File: src/rtl/qcw_pkg.sv
// Shared widths, codes and transaction types for the quad centroid unit.
`timescale 1ns / 1ps
package qcw_pkg;

   // Coordinate width used inside the datapath (low bits of each field).
   localparam int COORD_WIDTH = 32;
   localparam int OUT_WIDTH   = 32;
   localparam int DIFF_W      = COORD_WIDTH + 1;
   localparam int SUM_W       = COORD_WIDTH + 2;
   localparam int MUL_W       = SUM_W + 1;
   localparam int PROD_W      = 2 * MUL_W;
   localparam int CROSS_W     = 2 * DIFF_W + 1;
   localparam int NUM_W       = CROSS_W + SUM_W + 2;
   localparam int AREA_W      = CROSS_W + 2;
   localparam int DEN_W       = AREA_W + 2;
   localparam int DIV_CNT_W   = $clog2(NUM_W);

   localparam logic [2:0] VERTS_HELD = 3'd3;
   localparam logic [2:0] COUNT_MAX  = 3'd7;

   localparam logic [1:0] AXIS_X = 2'd0;
   localparam logic [1:0] AXIS_Y = 2'd1;
   localparam logic [1:0] AXIS_Z = 2'd2;
   localparam logic [1:0] TRI_LAST = 2'd3;

   typedef enum logic [1:0] {
      ST_OK    = 2'd0,
      ST_COUNT = 2'd1,
      ST_AREA  = 2'd2
   } status_type;

   typedef enum logic [4:0] {
      OP_NONE,
      OP_CRX_LD,
      OP_CRY_LD,
      OP_MUL,
      OP_CR_SET,
      OP_CR_SUB,
      OP_ABS,
      OP_AREA,
      OP_NLO_LD,
      OP_NHI_LD,
      OP_NLO_ACC,
      OP_NHI_ACC,
      OP_ROT,
      OP_DEN,
      OP_DIV_INIT,
      OP_DIV_STEP,
      OP_DIV_DONE,
      OP_OUT
   } op_type;

   typedef struct packed {
      logic signed [31:0] vertex_x;
      logic signed [31:0] vertex_y;
      logic signed [31:0] vertex_z;
      logic               last_vertex;
   } req_type;

   typedef struct packed {
      logic signed [31:0] centroid_x;
      logic signed [31:0] centroid_y;
      logic signed [31:0] centroid_z;
      status_type         status;
   } rsp_type;

   typedef struct packed {
      op_type     op;
      logic [1:0] axis;
      logic       shift_in;
      logic       load_last;
      logic       clear;
      status_type out_status;
   } cmd_type;

   typedef struct packed {
      logic den_zero;
   } dp_status_type;

endpackage

File: src/rtl/qcw_controller.sv
// Controller: vertex counting and the micro-operation sequence for one quad.
`timescale 1ns / 1ps
module qcw_controller
   import qcw_pkg::*;
(
   input  logic          clock,
   input  logic          reset,
   input  logic          req_valid,
   input  logic          req_last,
   output logic          req_stall,
   output logic          rsp_valid,
   input  logic          rsp_stall,
   input  dp_status_type dp_status,
   output cmd_type       cmd
);

   typedef enum logic [4:0] {
      S_IDLE, S_CRX_LD, S_CRX_MUL, S_CRX_WR, S_CRY_LD, S_CRY_MUL, S_CRY_WR,
      S_ABS, S_AREA, S_NLO_LD, S_NLO_MUL, S_NLO_ACC, S_NHI_LD, S_NHI_MUL,
      S_NHI_ACC, S_ROT, S_DEN, S_CHK, S_DIV_INIT, S_DIV_STEP, S_DIV_DONE, S_FIN
   } state_type;

   state_type              state_ff;
   logic [2:0]             count_ff;
   logic [1:0]             tri_ff;
   logic [1:0]             axis_ff;
   logic [DIV_CNT_W-1:0]   div_cnt_ff;
   status_type             status_ff;
   logic                   rsp_valid_ff;
   logic                   accept;
   logic                   out_load;

   assign req_stall = (state_ff != S_IDLE);
   assign accept    = req_valid && !req_stall;
   assign out_load  = (state_ff == S_FIN) && (!rsp_valid_ff || !rsp_stall);
   assign rsp_valid = rsp_valid_ff;

   // Decode the state into a datapath command
   always_comb begin
      cmd.axis       = axis_ff;
      cmd.out_status = status_ff;
      cmd.shift_in   = accept && !req_last && (count_ff < VERTS_HELD);
      cmd.load_last  = accept && req_last;
      cmd.clear      = accept && req_last;
      case (state_ff)
         S_CRX_LD:   cmd.op = OP_CRX_LD;
         S_CRY_LD:   cmd.op = OP_CRY_LD;
         S_CRX_MUL,
         S_CRY_MUL,
         S_NLO_MUL,
         S_NHI_MUL:  cmd.op = OP_MUL;
         S_CRX_WR:   cmd.op = OP_CR_SET;
         S_CRY_WR:   cmd.op = OP_CR_SUB;
         S_ABS:      cmd.op = OP_ABS;
         S_AREA:     cmd.op = OP_AREA;
         S_NLO_LD:   cmd.op = OP_NLO_LD;
         S_NHI_LD:   cmd.op = OP_NHI_LD;
         S_NLO_ACC:  cmd.op = OP_NLO_ACC;
         S_NHI_ACC:  cmd.op = OP_NHI_ACC;
         S_ROT:      cmd.op = OP_ROT;
         S_DEN:      cmd.op = OP_DEN;
         S_DIV_INIT: cmd.op = OP_DIV_INIT;
         S_DIV_STEP: cmd.op = OP_DIV_STEP;
         S_DIV_DONE: cmd.op = OP_DIV_DONE;
         S_FIN:      cmd.op = out_load ? OP_OUT : OP_NONE;
         default:    cmd.op = OP_NONE;
      endcase
   end

   // Hold state, counters and the result valid flag
   always_ff @(posedge clock) begin
      if (reset) begin
         state_ff     <= S_IDLE;
         count_ff     <= '0;
         tri_ff       <= '0;
         axis_ff      <= AXIS_X;
         div_cnt_ff   <= '0;
         status_ff    <= ST_OK;
         rsp_valid_ff <= 1'b0;
      end else begin
         if (out_load) begin
            rsp_valid_ff <= 1'b1;
         end else if (rsp_valid_ff && !rsp_stall) begin
            rsp_valid_ff <= 1'b0;
         end
         case (state_ff)
            S_IDLE: begin
               if (accept) begin
                  if (!req_last) begin
                     if (count_ff < COUNT_MAX) count_ff <= count_ff + 3'd1;
                  end else begin
                     count_ff <= '0;
                     tri_ff   <= '0;
                     axis_ff  <= AXIS_X;
                     if (count_ff == VERTS_HELD) begin
                        state_ff <= S_CRX_LD;
                     end else begin
                        status_ff <= ST_COUNT;
                        state_ff  <= S_FIN;
                     end
                  end
               end
            end
            S_CRX_LD:  state_ff <= S_CRX_MUL;
            S_CRX_MUL: state_ff <= S_CRX_WR;
            S_CRX_WR:  state_ff <= S_CRY_LD;
            S_CRY_LD:  state_ff <= S_CRY_MUL;
            S_CRY_MUL: state_ff <= S_CRY_WR;
            S_CRY_WR:  state_ff <= S_ABS;
            S_ABS:     state_ff <= S_AREA;
            S_AREA: begin
               axis_ff  <= AXIS_X;
               state_ff <= S_NLO_LD;
            end
            S_NLO_LD:  state_ff <= S_NLO_MUL;
            S_NLO_MUL: state_ff <= S_NLO_ACC;
            S_NLO_ACC: state_ff <= S_NHI_LD;
            S_NHI_LD:  state_ff <= S_NHI_MUL;
            S_NHI_MUL: state_ff <= S_NHI_ACC;
            S_NHI_ACC: begin
               if (axis_ff == AXIS_Z) begin
                  state_ff <= S_ROT;
               end else begin
                  axis_ff  <= axis_ff + 2'd1;
                  state_ff <= S_NLO_LD;
               end
            end
            S_ROT: begin
               tri_ff <= tri_ff + 2'd1;
               state_ff <= (tri_ff == TRI_LAST) ? S_DEN : S_CRX_LD;
            end
            S_DEN:     state_ff <= S_CHK;
            S_CHK: begin
               axis_ff <= AXIS_X;
               if (dp_status.den_zero) begin
                  status_ff <= ST_AREA;
                  state_ff  <= S_FIN;
               end else begin
                  state_ff <= S_DIV_INIT;
               end
            end
            S_DIV_INIT: begin
               div_cnt_ff <= '0;
               state_ff   <= S_DIV_STEP;
            end
            S_DIV_STEP: begin
               div_cnt_ff <= div_cnt_ff + DIV_CNT_W'(1);
               if (div_cnt_ff == DIV_CNT_W'(NUM_W - 1)) state_ff <= S_DIV_DONE;
            end
            S_DIV_DONE: begin
               if (axis_ff == AXIS_Z) begin
                  status_ff <= ST_OK;
                  state_ff  <= S_FIN;
               end else begin
                  axis_ff  <= axis_ff + 2'd1;
                  state_ff <= S_DIV_INIT;
               end
            end
            S_FIN: begin
               if (out_load) state_ff <= S_IDLE;
            end
            default: state_ff <= S_IDLE;
         endcase
      end
   end

endmodule

File: config.mk
export PLATFORM = sky130hd
export DESIGN_NAME = qcw_controller
export DESIGN_NICKNAME = d
export VERILOG_FILES = /design/src/rtl/qcw_pkg.sv /design/src/rtl/qcw_controller.sv
export SDC_FILE = /design/constraint.sdc
export NUM_CORES = 1
export LEC_CHECK = 0
export ABC_AREA = 1
export ABC_CLOCK_PERIOD_IN_PS = 1900
export BUFFER_PORTS_ARGS = -buffer_cell sky130_fd_sc_hd__buf_2
export CAP_MARGIN = 20
export CELL_PAD_IN_SITES_DETAIL_PLACEMENT = 2
export CELL_PAD_IN_SITES_GLOBAL_PLACEMENT = 2
export CORE_MARGIN = 1.5
export CORE_UTILIZATION = 31
export CTS_CLUSTER_DIAMETER = 200
export DETAILED_ROUTE_END_ITERATION = 7
export PLACE_DENSITY_LB_ADDON = 0.1
export SYNTH_ARGS = -nofsm -noshare
export SYNTH_HDL_FRONTEND = slang
export SYNTH_SLANG_ARGS = --single-unit
File: constraint.sdc
create_clock -name clock -period 1.9 [get_ports clock]
set_input_delay 0.095 -clock clock [delete_from_list [all_inputs] [get_ports clock]]
set_output_delay 0.095 -clock clock [all_outputs]
set_load 0.02 [all_outputs]
==> reports/summary.txt, run 1 <==
CLOCK NETWORK
--------------------------------------------------------------------------------
Buffer cell driving the clock tree root ...........................     clkbuf_8
Maximum buffer depth of the clock tree ............................            2
Number of H-tree branching levels .................................            1
CTS tree ..........................................................         done
Sinks on the clock net ............................................           22
Hold-fix buffers at CTS ...........................................            0
Clock slew at reported path FFs ...................................      0.09 ns
Latest clock arrival within the worst-skew pair ...................      0.27 ns
Total CTS buffers .................................................            3

HOLD PATH
--------------------------------------------------------------------------------
Worst hold path endpoint .......................................... rsp_valid$_SDFFE_PP0P_
Path class of the lowest-slack min-delay path .....................       in2reg
Hold path startpoint ..............................................    rsp_stall
Hold Path Depth ...................................................            3

STA
--------------------------------------------------------------------------------
Time the worst path needs with I/O delays and setup ...............      1.81 ns
Final hold violation count ........................................            0
Peak Freq .........................................................      552 MHz
Least-Margin Pin Slew .............................................     0.364 ns
Worst hold-check slack ............................................     0.128 ns
Setup repair after global routing missed its margin ...............        false
Final setup skew ..................................................    0.0101 ns
Total negative slack ..............................................         0 ns
Final critical-path share of the clock period .....................        0.954
Setup violation total in the final timing report ..................            0
Worst slew margin relative to its limit ...........................        0.757
Max-slew violation count ..........................................            0

WORST SETUP PATH
--------------------------------------------------------------------------------
Worst-case reg-to-reg path depth ..................................            8
Worst-path cell chain ............................................. inv_2 -> nand3_2 -> nor2_1 -> a31oi_1 -> o2111ai_1 -> buf_2
Endpoint of the most critical register-to-register path ........... status_ff[1]$_SDFFE_PP0P_
Crit path DAT .....................................................      1.72 ns
CP Class ..........................................................      reg2out
Largest stage delay on the critical path ..........................      0.33 ns
Type of origin of the critical path ...............................         flop
Cell with the largest stage delay on the worst path ...............      dfxtp_1
Required time worst endpoint ......................................      1.80 ns
Highest net fanout along the worst path ...........................           11
R2r setup slk .....................................................      0.27 ns
Setup crit end kind ............................................... primary output
Worst flop-to-flop path startpoint ................................ state_ff[1]$_SDFFE_PP0P_

GLOBAL ROUTE
--------------------------------------------------------------------------------
Global-route track usage on met3 ..................................       0.0268
Via count of the first global-routing pass ........................         1816
GR Util met2 ......................................................        0.387
GRT busiest layer .................................................         met2
Gr ovfl total .....................................................            0
Antenna violations before repair ..................................            0
Maximum number of pins on one net before global-route repair ......           16
Global-route wire length before repair ............................      9.29 mm
Global-route usage over all layers ................................        0.221
GR met1 Demand/Resource ...........................................        0.290

CELLS AND AREA
--------------------------------------------------------------------------------
Number of nets in the finished design .............................          284
Commonest non-fill, non-tap cell in the layout ....................      nand2_1
Multi-input logic area ............................................     1030 um2
Most used cells in the layout excluding fill and tap cells ........ 47 x nand2_1, 31 x nor2_1, 24 x inv_1
Final cell utilization of the core ................................        0.391
Fraction of final layout cells sized beyond drive strength 1 ......        0.258
Finished Layout Cells .............................................          338
Count of inserted antenna diode cells .............................            0
Final-layout fill cell count ......................................          610
P&R area growth vs syn ............................................        18.5%
Total area of sequential cells ....................................      448 um2

OUTCOME
--------------------------------------------------------------------------------
Result of the run ................................................. finished clean

ROUTE
--------------------------------------------------------------------------------
Number of remaining DRC errors ....................................            0
First-pass iteration count of the detailed router .................            4
Final routed wirelength across all metal layers ...................      5.62 mm
Wirelength per Cell ...............................................      16.6 um
Final ANT Viol Nets ...............................................            0
Total via count after detailed routing ............................         1738
Vias per cell .....................................................         5.14
Number of DRC markers in iteration 0 ..............................           91

SYNTHESIS
--------------------------------------------------------------------------------
Net count of the mapped netlist ...................................          260
Fraction of synthesized cell area taken by the top area cell type .        0.275
Number of enable-type register cells in the synthesized netlist ...            0
Syn_area_per_cell .................................................     6.45 um2
Number of different library cells in the post-synthesis netlist ...           32
Dominant synthesized flop cell ....................................      dfxtp_1
Cell Area, Synth ..................................................     1600 um2
Fraction of registers with async set/reset ........................            0
Dominant cell type by area after synthesis ........................      dfxtp_1
Proportion of synthesized chip area in sequential cells ...........        0.275
Leading post-synthesis cells by cell area ......................... dfxtp_1 28%, nand2_1 11%, nor2_1 8.2%, nand3_1 7.2%, a21oi_1 6.9%
Register bit total from synthesis .................................           22
Number of instances in the synthesized netlist ....................          248
Number of warnings reported in the yosys synthesis log ............            0

DIE
--------------------------------------------------------------------------------
Effective utilization at floorplan ................................        0.330
Die extent in y ...................................................      74.9 um
Number of placement rows ..........................................           25
Count of pins on the block boundary ...............................           20
Area of the core ..................................................     4850 um2
Die footprint .....................................................     5600 um2
X dimension of the die ............................................      74.9 um

PLACEMENT
--------------------------------------------------------------------------------
# port buffers ....................................................           19
Post-placement cell count .........................................          331
Final weighted congestion in routability-driven placement .........        0.890
Half-perimeter wire length after placement ........................      4.37 mm

FLOW RUN
--------------------------------------------------------------------------------
Max-capacitance violation count ...................................            0

POWER
--------------------------------------------------------------------------------
Sequential Power Share ............................................        0.246
Largest voltage drop on the vdd net ...............................     0.438 mV
Power per unit of standard cell area ..............................  1430 nW/um2
Proportion of power drawn by combinational gates ..................        0.586
Post-route total power ............................................    0.00271 W
Leak ..............................................................     0.897 nW
Cell internal power dissipation ...................................    0.00133 W
Net switching power figure ........................................    0.00138 W
Switching part of the total power .................................        0.511
Portion of total power attributed to the clock network ............        0.167

==> sequential cells by signal, indices dropped and copies added, names as in the netlist <==
name and flops:
axis_ff 2, count_ff 3, div_cnt_ff 7, rsp_valid 1, state_ff 5, status_ff 2
tri_ff 2
==> synthesized netlist by cell type, types with 2 or more instances <==
library cell  instances
nor2_4                4
a21oi_1              22
o21ai_0               9
inv_2                 8
buf_4                 2
inv_1                25
nand3_1              23
nand2_2               5
nor2_1               35
ha_1                  6
dfxtp_1              22
a31oi_1               2
nand2_1              49
nand3_2               4
a211oi_1              2
nor3_1                4
buf_2                 2
nand4_1               8
nor2_2                3
==> per-stage QoR <==
stage | setup WS (ns) | area [um2]
global placement | 0.125 | 1770
CTS | 0.0208 | 1860
floorplan | 0.213 | 1600
finish | 0.0871 | 1900
detailed placement | 0.157 | 1770
global route | 0.000820 | 1900
==> worst max path at each step <==
| stage | depth (start not counted) | to | startpoint | slack (ns) |
|---|---|---|---|---|
| floorplan | 6 | cmd[4] | state_ff[3]$_SDFFE_PP0P_ | 0.21 |
| global placement | 9 | cmd[7] | state_ff[2]$_SDFFE_PP0P_ | 0.12 |
| detailed placement | 9 | cmd[7] | state_ff[2]$_SDFFE_PP0P_ | 0.16 |
| CTS | 7 | cmd[7] | state_ff[1]$_SDFFE_PP0P_ | 0.02 |
| global route | 6 | cmd[4] | state_ff[1]$_SDFFE_PP0P_ | 0.0008 |
| finish | 6 | cmd[10] | state_ff[4]$_SDFFE_PP0P_ | 0.09 |
==> per-layer routing <==
metal | up-vias | part of all wire
met4 | 0 | 0.0082
met5 | - | 0
li1 | 865 | -
met1 | 845 | 0.48
met3 | 6 | 0.018
met2 | 22 | 0.49
==> worst max-delay path, delay by kind of cell (launching register included) <==
family	cells	cell delay, ns
compound gates	2	0.24
buf+inv	2	0.42
flops	1	0.33
simple gates	2	0.45
==> layout make-up <==
class                      instances  area share
clock buffer                       3      0.0218
tap                               67      0.0442
clock inverter                     1      0.0158
inverter                          34      0.0673
timing repair buffer              24      0.0700
sequential                        22       0.236
multi-input combinational        187       0.545
==> cell families (layout without fill, tap and decap cells) <==
| group | after synthesis | after routing | share of synthesized area |
|---|---|---|---|
| AOI/OAI and AO/OA | 41 | 41 | 0.147 |
| and+or+nand+nor | 140 | 140 | 0.433 |
| DFF | 22 | 22 | 0.275 |
| adders and majority gates | 6 | 6 | 0.0469 |
| buffers and inverters | 39 | 62 | 0.0977 |
==> timing repair <==
item,CTS,global route
resized for setup,4,11
setup buffers,2,1
endpoints found under the hold margin,0,0
endpoints found under the setup margin,3,5
pin swaps,1,1
==> power by group through the flow <==
stage,logic (W),registers [W],clock network (W)
after floorplan,0.00106,0.000665,0
after global placement,0.00148,0.000655,0
after detailed placement,0.00151,0.000658,0
after CTS,0.00156,0.000653,0.000473
after global routing,0.00177,0.000679,0.000487
final,0.00159,0.000667,0.000453
Note: power is estimated with default switching activity, not from simulation.
==> run 2: changes to the inputs <==
--- a/config.mk
+++ b/config.mk
@@ -11,7 +11,8 @@
 export CAP_MARGIN = 20
 export CELL_PAD_IN_SITES_DETAIL_PLACEMENT = 2
 export CELL_PAD_IN_SITES_GLOBAL_PLACEMENT = 2
-export CORE_MARGIN = 1.5
+export CORE_ASPECT_RATIO = 1.25
+export CORE_MARGIN = 5
 export CORE_UTILIZATION = 31
 export CTS_CLUSTER_DIAMETER = 200
 export DETAILED_ROUTE_END_ITERATION = 7
==> run 2 against run 1 <==
Sequential cell count is the same. Critical endpoint is now cmd[8]. Via count rose by 0.23%. Hold slack gained 0.026 ns. Register-to-register slack improved by 0.06 ns. Power fell by 6.3%. Non-clock buffer count stayed put. Maximum frequency is 1.9% higher. Critical path type unchanged.
==> reports/summary.txt, run 2 (synthesized netlist as in run 1, its figures left out) <==
ROUTE
----------------------------------------------------------------------------------
Number of remaining DRC errors ......................................            0   unchanged
Final ANT Viol Nets .................................................            0   unchanged
Total via count after detailed routing ..............................         1742   +0.23%
Wirelength per Cell .................................................      17.3 um   +4.1%
Vias per cell .......................................................         5.25   +2.0%
First-pass iteration count of the detailed router ...................            4   unchanged
Final routed wirelength across all metal layers .....................      5.75 mm   +2.2%
Number of DRC markers in iteration 0 ................................           57   -37%

HOLD PATH
----------------------------------------------------------------------------------
Hold path startpoint ................................................    rsp_stall
Worst hold path endpoint ............................................ rsp_valid$_SDFFE_PP0P_
Hold Path Depth .....................................................            3   unchanged
Path class of the lowest-slack min-delay path .......................       in2reg

CELLS AND AREA
----------------------------------------------------------------------------------
Final-layout fill cell count ........................................          662   +8.5%
Most used cells in the layout excluding fill and tap cells .......... 48 x nand2_1, 30 x nor2_1, 25 x inv_1
Largest registers ................................................... div_cnt_ff (7), state_ff (5), count_ff (3)
Count of inserted antenna diode cells ...............................            0   unchanged
Number of nets in the finished design ...............................          284   unchanged
Biggest register ....................................................   div_cnt_ff
Flip-flop count of the largest register, all copies and words added .            7   unchanged
Commonest non-fill, non-tap cell in the layout ......................      nand2_1
Fraction of final layout cells sized beyond drive strength 1 ........        0.252   -0.00645
P&R area growth vs syn ..............................................        16.4%

GLOBAL ROUTE
----------------------------------------------------------------------------------
Maximum number of pins on one net before global-route repair ........           16   unchanged
Global-route usage over all layers ..................................        0.182   -0.0388
Via count of the first global-routing pass ..........................         1854   +2.1%
Antenna violations before repair ....................................            0   unchanged
Global-route wire length before repair ..............................      9.27 mm   -0.23%
Gr ovfl total .......................................................            0   unchanged

DIE
----------------------------------------------------------------------------------
Number of placement rows ............................................           29   +16%
Effective utilization at floorplan ..................................        0.317   -0.0128
Area of the core ....................................................     5040 um2   +4.0%
Die extent in y .....................................................      90.3 um   +21%
X dimension of the die ..............................................      74.3 um   -0.78%
Die footprint .......................................................     6710 um2   +20%
Count of pins on the block boundary .................................           20   unchanged

STA
----------------------------------------------------------------------------------
Peak Freq ...........................................................      562 MHz   +1.9%
Time the worst path needs with I/O delays and setup .................      1.78 ns   -0.0332 ns
Final critical-path share of the clock period .......................        0.937   -0.0174
Max-slew violation count ............................................            0   unchanged
Worst slew margin relative to its limit .............................        0.766   +0.00861
Worst hold-check slack ..............................................     0.154 ns   +0.0262 ns
Final setup skew ....................................................   0.00747 ns   -0.00259 ns
Least-Margin Pin Slew ...............................................     0.350 ns   -0.0142 ns
Final hold violation count ..........................................            0   unchanged
Setup violation total in the final timing report ....................            0   unchanged

POWER
----------------------------------------------------------------------------------
Leak ................................................................     0.879 nW   -1.9%
Portion of total power attributed to the clock network ..............        0.124   -0.043
Net switching power figure ..........................................    0.00136 W   -1.5%
Switching part of the total power ...................................        0.537   +0.0262
Proportion of power drawn by combinational gates ....................        0.618   +0.032
Cell internal power dissipation .....................................    0.00118 W   -11%
Largest voltage drop on the vdd net .................................     0.486 mV   +11%
Power per unit of standard cell area ................................  1360 nW/um2   -4.7%
Sequential Power Share ..............................................        0.258   +0.012
Post-route total power ..............................................    0.00254 W   -6.3%

CLOCK NETWORK
----------------------------------------------------------------------------------
Buffer cell driving the clock tree root .............................     clkbuf_8
Latest clock arrival within the worst-skew pair .....................      0.28 ns   about the same
Total CTS buffers ...................................................            3   unchanged
Hold-fix buffers at CTS .............................................            0   unchanged
Clock slew at reported path FFs .....................................      0.08 ns   about the same
Maximum buffer depth of the clock tree ..............................            2   unchanged
Number of H-tree branching levels ...................................            1   unchanged
Sinks on the clock net ..............................................           22   unchanged
CTS tree ............................................................         done

WORST SETUP PATH
----------------------------------------------------------------------------------
CP Class ............................................................      reg2out
R2r setup slk .......................................................      0.33 ns   +0.06 ns
Crit path DAT .......................................................      1.68 ns   -0.04 ns
Worst-case reg-to-reg path depth ....................................            8   unchanged
Setup crit end kind ................................................. primary output
Largest stage delay on the critical path ............................      0.39 ns   +0.06 ns
Type of origin of the critical path .................................         flop
Required time worst endpoint ........................................      1.80 ns   about the same
Highest net fanout along the worst path .............................            8   -3
Cell with the largest stage delay on the worst path .................      dfxtp_4
Worst flop-to-flop path startpoint .................................. state_ff[0]$_SDFFE_PP0P_
Endpoint of the most critical register-to-register path ............. state_ff[0]$_SDFFE_PP0P_
Worst-path cell chain ............................................... nor2_4 -> nand2_1 -> nor2_1 -> nor3_1 -> nand4_1 -> buf_2

PLACEMENT
----------------------------------------------------------------------------------
# port buffers ......................................................           19   unchanged
Half-perimeter wire length after placement ..........................      4.75 mm   +8.7%
Final weighted congestion in routability-driven placement ...........        0.856   -3.9%

OUTCOME
----------------------------------------------------------------------------------
Result of the run ................................................... finished clean

FLOW RUN
----------------------------------------------------------------------------------
Max-capacitance violation count .....................................            0   unchanged

run 2: per-layer routing:
layer  track usage  vias up  part of all wire
met5             0        -                 0
met2         0.336       18              0.55
met1         0.206      850              0.41
li1              -      864                 -
met3        0.0200       10             0.013
met4        0.0668        0             0.025
run 2: worst max path at each step:
stage / slack, ns / cells past startpoint / startpoint / end
3_3_place_gp: 0.11 / 8 / state_ff[2]$_SDFFE_PP0P_ / state_ff[0]$_SDFFE_PP0P_
4_1_cts: 0.002 / 9 / state_ff[0]$_SDFFE_PP0P_ / cmd[7]
2_1_floorplan: 0.21 / 6 / state_ff[3]$_SDFFE_PP0P_ / cmd[4]
5_1_grt: -0.008 / 8 / state_ff[3]$_SDFFE_PP0P_ / cmd[7]
6_report: 0.12 / 6 / state_ff[3]$_SDFFE_PP0P_ / cmd[8]
3_5_place_dp: 0.11 / 8 / state_ff[2]$_SDFFE_PP0P_ / state_ff[0]$_SDFFE_PP0P_
run 2: critical path, delay by kind of cell (launching register included):
family,cells,cell delay [ns]
buf+inv,1,0.16
simple gates,5,0.85
flops,1,0.39
run 2: timing repair:
item                                    4_1_cts  5_1_grt
endpoints found under the setup margin        4        5
setup buffers                                 0        3
resized for setup                             5       10
pin swaps                                     0        2
run 2: power by group through the flow:
stage / sequential [W] / clock (W) / combinational, W
after floorplan: 0.000665 / 0 / 0.00106
after global placement: 0.000653 / 0 / 0.00151
after CTS: 0.000653 / 0.000327 / 0.00154
after detailed placement: 0.000656 / 0 / 0.00153
final: 0.000655 / 0.000314 / 0.00157
after global routing: 0.000669 / 0.000346 / 0.00175
run 2: final cells by class:
class | instances | area [um2] | area share
clock buffers | 3 | 41.3 | 0.0222
well taps | 62 | 77.6 | 0.0416
inverters | 34 | 128 | 0.0685
flip-flops and latches | 22 | 450 | 0.242
repair buffers | 24 | 133 | 0.0712
multi-input cells | 187 | 1030 | 0.555
run 2: metrics by stage:
stage / TNS (ns) / util / setup slack [ns] / area (um2) / instances
2_1_floorplan: 0 / - / 0.213 / 1600 / 248
3_3_place_gp: 0 / 0.349 / 0.110 / 1760 / 326
3_5_place_dp: 0 / 0.349 / 0.105 / 1760 / 326
4_1_cts: 0 / 0.358 / 0.00224 / 1810 / 329
5_1_grt: -0.00803 / 0.369 / -0.00803 / 1860 / 332
6_report: 0 / 0.369 / 0.120 / 1860 / 332
